[src/hdl/ltsv_stream_parser_macros.svh]
// Assertion helpers for the LTSV stream parser.
// Both sample on i_clk and stay quiet while i_rst_n is low.
`ifndef LTSV_STREAM_PARSER_MACROS_SVH
`define LTSV_STREAM_PARSER_MACROS_SVH

// Same-cycle implication.
`define LTSVP_ASSERT_IMP(label, ante, cons, msg) \
    label: assert property (@(posedge i_clk) disable iff (!i_rst_n) (ante) |-> (cons)) \
        else $error(msg);

// Next-cycle implication.
`define LTSVP_ASSERT_NXT(label, ante, cons, msg) \
    label: assert property (@(posedge i_clk) disable iff (!i_rst_n) (ante) |=> (cons)) \
        else $error(msg);

`endif

[src/hdl/ltsvp_pkg.sv]
package ltsvp_pkg;

    localparam int LTSVP_MAX_FIELDS    = 16;
    localparam int LTSVP_MAX_LABEL_LEN = 32;

    localparam logic [7:0] CH_NUL   = 8'h00;
    localparam logic [7:0] CH_TAB   = 8'h09;
    localparam logic [7:0] CH_LF    = 8'h0a;
    localparam logic [7:0] CH_CR    = 8'h0d;
    localparam logic [7:0] CH_COLON = 8'h3a;
    localparam logic [7:0] CH_DASH  = 8'h2d;
    localparam logic [7:0] CH_DOT   = 8'h2e;
    localparam logic [7:0] CH_UNDER = 8'h5f;
    localparam logic [7:0] CH_DIG_LO = 8'h30;
    localparam logic [7:0] CH_DIG_HI = 8'h39;
    localparam logic [7:0] CH_UC_LO  = 8'h41;
    localparam logic [7:0] CH_UC_HI  = 8'h5a;
    localparam logic [7:0] CH_LC_LO  = 8'h61;
    localparam logic [7:0] CH_LC_HI  = 8'h7a;

    typedef enum logic [2:0] {
        PH_REC_START,
        PH_AFTER_CR,
        PH_FIELD_START,
        PH_LABEL,
        PH_VALUE,
        PH_HALT
    } t_phase;

    typedef enum logic [2:0] {
        KIND_LABEL,
        KIND_COLON,
        KIND_VALUE,
        KIND_TAB,
        KIND_REC_END,
        KIND_SKIP_LF,
        KIND_IGNORED,
        KIND_END
    } t_kind;

    typedef enum logic [1:0] {
        ST_RUN,
        ST_STOP,
        ST_FAIL,
        ST_OK
    } t_status;

    typedef enum logic [2:0] {
        ERR_NONE,
        ERR_BAD_CHAR,
        ERR_NO_COLON,
        ERR_DUPLICATE,
        ERR_TOO_LONG,
        ERR_TOO_MANY
    } t_err;

    // Broadcast from the parser control to every label cell.
    typedef struct packed {
        logic [7:0] data;    // current word
        logic       take;    // word is appended to the open label
        logic       start;   // word is the first of a new label
        logic       commit;  // open label closes with its value
    } t_cell_ctl;

    typedef struct packed {
        t_kind      kind;
        logic [3:0] field_index;
        t_status    status;
        t_err       error_code;
    } t_result;

    function automatic logic is_label_char(input logic [7:0] b);
        return (b >= CH_DIG_LO && b <= CH_DIG_HI) || (b >= CH_UC_LO && b <= CH_UC_HI) ||
               (b >= CH_LC_LO && b <= CH_LC_HI) || b == CH_UNDER || b == CH_DOT ||
               b == CH_DASH;
    endfunction

    function automatic logic is_line_end(input logic [7:0] b);
        return b == CH_CR || b == CH_LF;
    endfunction

endpackage

[src/hdl/ltsvp_cell.sv]
module ltsvp_cell import ltsvp_pkg::*; #(
    parameter int MAX_FIELDS    = LTSVP_MAX_FIELDS,
    parameter int MAX_LABEL_LEN = LTSVP_MAX_LABEL_LEN,
    parameter int CELL_IDX      = 0
) (
    input  logic                                   i_clk,
    input  logic                                   i_rst_n,
    input  t_cell_ctl                              i_ctl,
    input  logic [$clog2(MAX_FIELDS + 1)-1:0]      i_field_count,
    input  logic [$clog2(MAX_LABEL_LEN + 1)-1:0]   i_label_length,
    input  logic [$clog2(MAX_LABEL_LEN + 1)-1:0]   i_rd_pos,
    input  logic                                   i_hit,
    output logic                                   o_hit
);

    localparam int FCW = $clog2(MAX_FIELDS + 1);
    localparam int LLW = $clog2(MAX_LABEL_LEN + 1);
    localparam int AW  = (MAX_LABEL_LEN > 1) ? $clog2(MAX_LABEL_LEN) : 1;

    logic [7:0]     r_mem [MAX_LABEL_LEN];
    logic [7:0]     r_rd;
    logic [LLW-1:0] r_len;
    logic           r_match;
    logic           n_match;
    logic           sel;
    logic           active;
    logic           mismatch;
    logic [LLW-1:0] pos;

    assign sel    = (i_field_count == FCW'(CELL_IDX));
    assign active = (FCW'(CELL_IDX) < i_field_count);
    assign pos    = i_ctl.start ? '0 : i_label_length;

    // Label bytes of this field; the byte for the next compare is read ahead into a register.
    always_ff @(posedge i_clk) begin
        if (i_ctl.take && sel) begin
            r_mem[pos[AW-1:0]] <= i_ctl.data;
        end
        r_rd <= r_mem[i_rd_pos[AW-1:0]];
    end

    always_ff @(posedge i_clk) begin
        if (i_ctl.commit && sel) begin
            r_len <= i_label_length;
        end
    end

    assign mismatch = (r_len <= pos) || (r_rd != i_ctl.data);
    assign n_match  = (i_ctl.start | r_match) & ~mismatch;

    always_ff @(posedge i_clk) begin
        if (!i_rst_n) begin
            r_match <= 1'b1;
        end else if (i_ctl.take) begin
            r_match <= n_match;
        end
    end

    // Pass the duplicate flag down the row.
    assign o_hit = i_hit | (active & r_match & (r_len == i_label_length));

endmodule

[config.mk]
export PLATFORM = sky130hd
export DESIGN_NAME = ltsvp_cell
export DESIGN_NICKNAME = d
export VERILOG_FILES = /design/src/hdl/ltsv_stream_parser_macros.svh /design/src/hdl/ltsvp_pkg.sv /design/src/hdl/ltsvp_cell.sv
export SDC_FILE = /design/constraint.sdc
export NUM_CORES = 1
export LEC_CHECK = 0
export BUFFER_PORTS_ARGS = -buffer_cell sky130_fd_sc_hd__buf_2
export CORE_MARGIN = 5
export CORE_UTILIZATION = 55
export CTS_CLUSTER_DIAMETER = 150
export DETAILED_ROUTE_END_ITERATION = 7
export PLACE_DENSITY_LB_ADDON = 0.12
export SETUP_SLACK_MARGIN = 0.1
export SLEW_MARGIN = 40
export SYNTH_ARGS = -nofsm -noshare
export SYNTH_HDL_FRONTEND = slang
export SYNTH_SLANG_ARGS = --single-unit
[constraint.sdc]
create_clock -name i_clk -period 2.35 [get_ports i_clk]
set_clock_uncertainty 0.1 [all_clocks]
set_input_delay 0.1175 -clock i_clk [delete_from_list [all_inputs] [get_ports i_clk]]
set_output_delay 0.1175 -clock i_clk [all_outputs]
set_load 0.05 [all_outputs]
==> reports/results.ini <==
[timing]
final.period_utilization_pct=83.5
hold_viol_final=0
timing.final.crit_period_ns=1.96
timing.fmax_ghz=0.509
grt_setup_unrepaired=no
setup_viol_count_final=0
max_slew_margin_pct=60.7
final-max-slew-violation-count=0
tns_ns=0
worst_pin_slew_ns=0.590

[worst_setup_path]
critPathArrivalTime_ns=1.75
number_of_buffer_and_inverter_instances_along_the_worst_setup_path=1
worstReg2RegStart=r_len[1]
setup.worst_path.end_class=output port
critical_path.top_delay_family=flip-flops
crit_path_end=o_hit
data_required_time_of_the_critical_path_ns=2.13
worst_r2r_path_depth=6
r2r_slack_ns=0.44
startpoint=r_len[5]
path_class=flop to output port
cp.depth=4
worst-path-max-fanout=2
critical_path.startpoint_type=flop
cpMaxStageDelayCell=sky130_fd_sc_hd__edfxtp_1
crit_path_cell_trace=xor2_1, nor3_1, a41o_1, buf_2
worst_r2r_endpoint=r_match
worst_path_largest_cell_delay_ns=0.43

[power]
proportion_of_power_drawn_by_combinational_gates_pct=5.4
cell_internal_pwr_mw=7.75
power_frac_clock_pct=39.9
power_per_cell_area_nw_per_um2=787
ir_worst_vdd_uv=494
p_sw_mw=1.98
p_leak_nw=4.05
power.sequential.fraction_pct=54.8
netSwitchingFraction_pct=20.3

[synthesis]
postSynthRegisterBits=271
syn_nets=516
ys_top_cells_by_area=sky130_fd_sc_hd__edfxtp_1 (74%), sky130_fd_sc_hd__mux4_2 (17%), sky130_fd_sc_hd__dfxtp_1 (1.7%)
mappedNetlistArea_um2=10600
yosys.cell_count.top_type=sky130_fd_sc_hd__edfxtp_1
yosysSeqAreaShare_pct=75.6
synthesis.yosys.warnings=0
synth_cells=479
synth_enable_flop_cells=262
synthDominantCellAreaShare_pct=74.0
synth_flop_cell=sky130_fd_sc_hd__edfxtp_1
avgSynthCellArea_um2=22.2
synth-async-reset-ratio_pct=0
yosys.area.top_type=sky130_fd_sc_hd__edfxtp_1
synth.top_cells.by_count=sky130_fd_sc_hd__edfxtp_1 (262), sky130_fd_sc_hd__mux4_2 (80), sky130_fd_sc_hd__nor2_1 (34)
yosys.cell_types.count=33

[die]
die-area_um2=22200
dieHeight_um=149
floorplan.io_pins=32
floorplan.initialDensity_pct=56.3
die_w_um=149
placeableCoreArea_um2=18900
rows=50

[cells_and_area]
n_antenna_cell=0
stdcell_area_um2=12400
fillers=1292
nNetsFinal=616
area.growth.synth_to_final_pct=16.1
drive_gt1_share_pct=35.0
instances_no_fill=857

[placement]
dp_hpwl_um=14000
port_buffers=30
placedCellCount=801
postPlaceCellArea_um2=11500
gp_routability_congestion=0.795

[routing]
drt-vias-per-instance=5.87
first_pass_iters=5
dr.first_iter.drc_count=387
route.detailed.drc=0
wirelength_per_cell_um=25.2
routed_wirelength_um=21600
final_antenna_net_count=0
route.vias.total=5027

[clocking]
cts_root_buffer=sky130_fd_sc_hd__clkbuf_16
tritoncts.num_buffers=27
clk_pin_slew_worst_paths_ns=0.06
clockBufferDepth=3
cts_sinks=271
cts_htree_levels=1
cts.repair_timing.setup_buffer_count=0
tritoncts=built
clk_latency_ns=0.53

[global_routing]
grt_usage_pct=20.3
grt_pass1_vias=5210
grt_antenna_before_repair=0
grt_max_degree=33
wire_length_of_the_first_global_routing_pass_um=32900
grt-ovfl-total=0

[outcome]
outcome=finished clean

[worst_hold_path]
timing.hold.worst.class=input pin to flop

[run]
drv_cap=0

==> through the flow <==
| step | hold WS [ns] | setup slack, ns | total power, mW | util, % |
|---|---|---|---|---|
| after detailed placement | 0.211 | 0.125 | 5.95 | 60.7 |
| after global placement | 0.207 | 0.154 | 5.93 | 60.7 |
| final | 0.0414 | 0.387 | 9.73 | 65.4 |
| after global routing | 0.0517 | 0.268 | 10.1 | 65.4 |
| after floorplan | 0.0961 | 0.237 | 5.72 | - |
| after CTS | 0.0373 | 0.377 | 9.82 | 65.4 |
==> cells in the final DEF (no fill, tap or decap), types with 3 or more instances in the layout <==
| cell type | count |
|---|---|
| sky130_fd_sc_hd__buf_2 | 29 |
| sky130_fd_sc_hd__dlygate4sd3_1 | 9 |
| sky130_fd_sc_hd__nand3_1 | 4 |
| sky130_fd_sc_hd__nand4_1 | 3 |
| sky130_fd_sc_hd__ha_1 | 6 |
| sky130_fd_sc_hd__buf_12 | 5 |
| sky130_fd_sc_hd__inv_1 | 4 |
| sky130_fd_sc_hd__buf_4 | 50 |
| sky130_fd_sc_hd__mux2_2 | 8 |
| sky130_fd_sc_hd__nand2_1 | 4 |
| sky130_fd_sc_hd__edfxtp_1 | 262 |
| sky130_fd_sc_hd__xor2_1 | 8 |
| sky130_fd_sc_hd__nor2_1 | 34 |
| sky130_fd_sc_hd__mux4_2 | 80 |
| sky130_fd_sc_hd__dfxtp_1 | 9 |
| sky130_fd_sc_hd__or4_1 | 3 |
| sky130_fd_sc_hd__clkinv_2 | 6 |
| sky130_fd_sc_hd__clkinv_1 | 9 |
| sky130_fd_sc_hd__nand2b_1 | 8 |
| sky130_fd_sc_hd__clkbuf_16 | 27 |
| sky130_fd_sc_hd__xnor2_1 | 6 |
==> how the worst min path moves through the flow <==
stage                  start  endpoint  slack [ns]  cells after the start
floorplan            i_rst_n   r_match         0.1                      1
global route        i_ctl[0]  r_len[5]        0.05                      2
CTS                 i_ctl[0]  r_len[5]        0.04                      2
detailed placement   i_rst_n   r_match        0.21                      2
global placement     i_rst_n   r_match        0.21                      2
finish              i_ctl[0]  r_len[2]        0.04                      2
==> kinds of logic after synthesis <==
group,after synthesis,synth area share (%)
flops,271,75.6
mux,88,17.8
simple gates,66,2.98
buf+inv,26,1.21
xor+xnor,14,1.15
compound gates,8,0.529
fa+ha+maj,6,0.706
==> repair_timing <==
action                    4_1_cts  5_1_grt
hold endpoints to repair       15        0
hold buffers                    9        0
gates resized for setup         0        0
==> metal layers <==
| metal | track usage, % | vias to the layer above | share of wire (%) |
|---|---|---|---|
| li1 | - | 2212 | - |
| met5 | 0 | - | 0 |
| met2 | 30.9 | 169 | 46 |
| met3 | 3.46 | 28 | 7.2 |
| met1 | 31.8 | 2618 | 45 |
| met4 | 3.71 | 0 | 1.3 |
==> power groups by stage <==
| stage | registers, mW | clock network, mW | logic [mW] |
|---|---|---|---|
| 6_report | 5.33 | 3.88 | 0.523 |
| 5_1_grt | 5.32 | 4.19 | 0.565 |
| 4_1_cts | 5.32 | 3.96 | 0.533 |
| 3_5_place_dp | 5.43 | 0 | 0.519 |
| 3_3_place_gp | 5.43 | 0 | 0.507 |
| 2_1_floorplan | 5.43 | 0 | 0.288 |
==> state kept, by name, summed over array words and instances (netlist names) <==
| signal | count |
|---|---|
| r_mem | 256 |
| r_rd | 8 |
| r_match | 1 |
| r_len | 6 |
==> area by class of cell <==
cell class	instances	area [µm²]	share of cell area, %
multi-input combinational	182	2460	19.9
clock buffer	29	683	5.53
sequential	271	8050	65.1
inverter	4	15.0	0.122
tap	260	325	2.63
timing repair buffer	93	711	5.75
clock inverter	18	110	0.891
(Power assumes the default switching activity.)
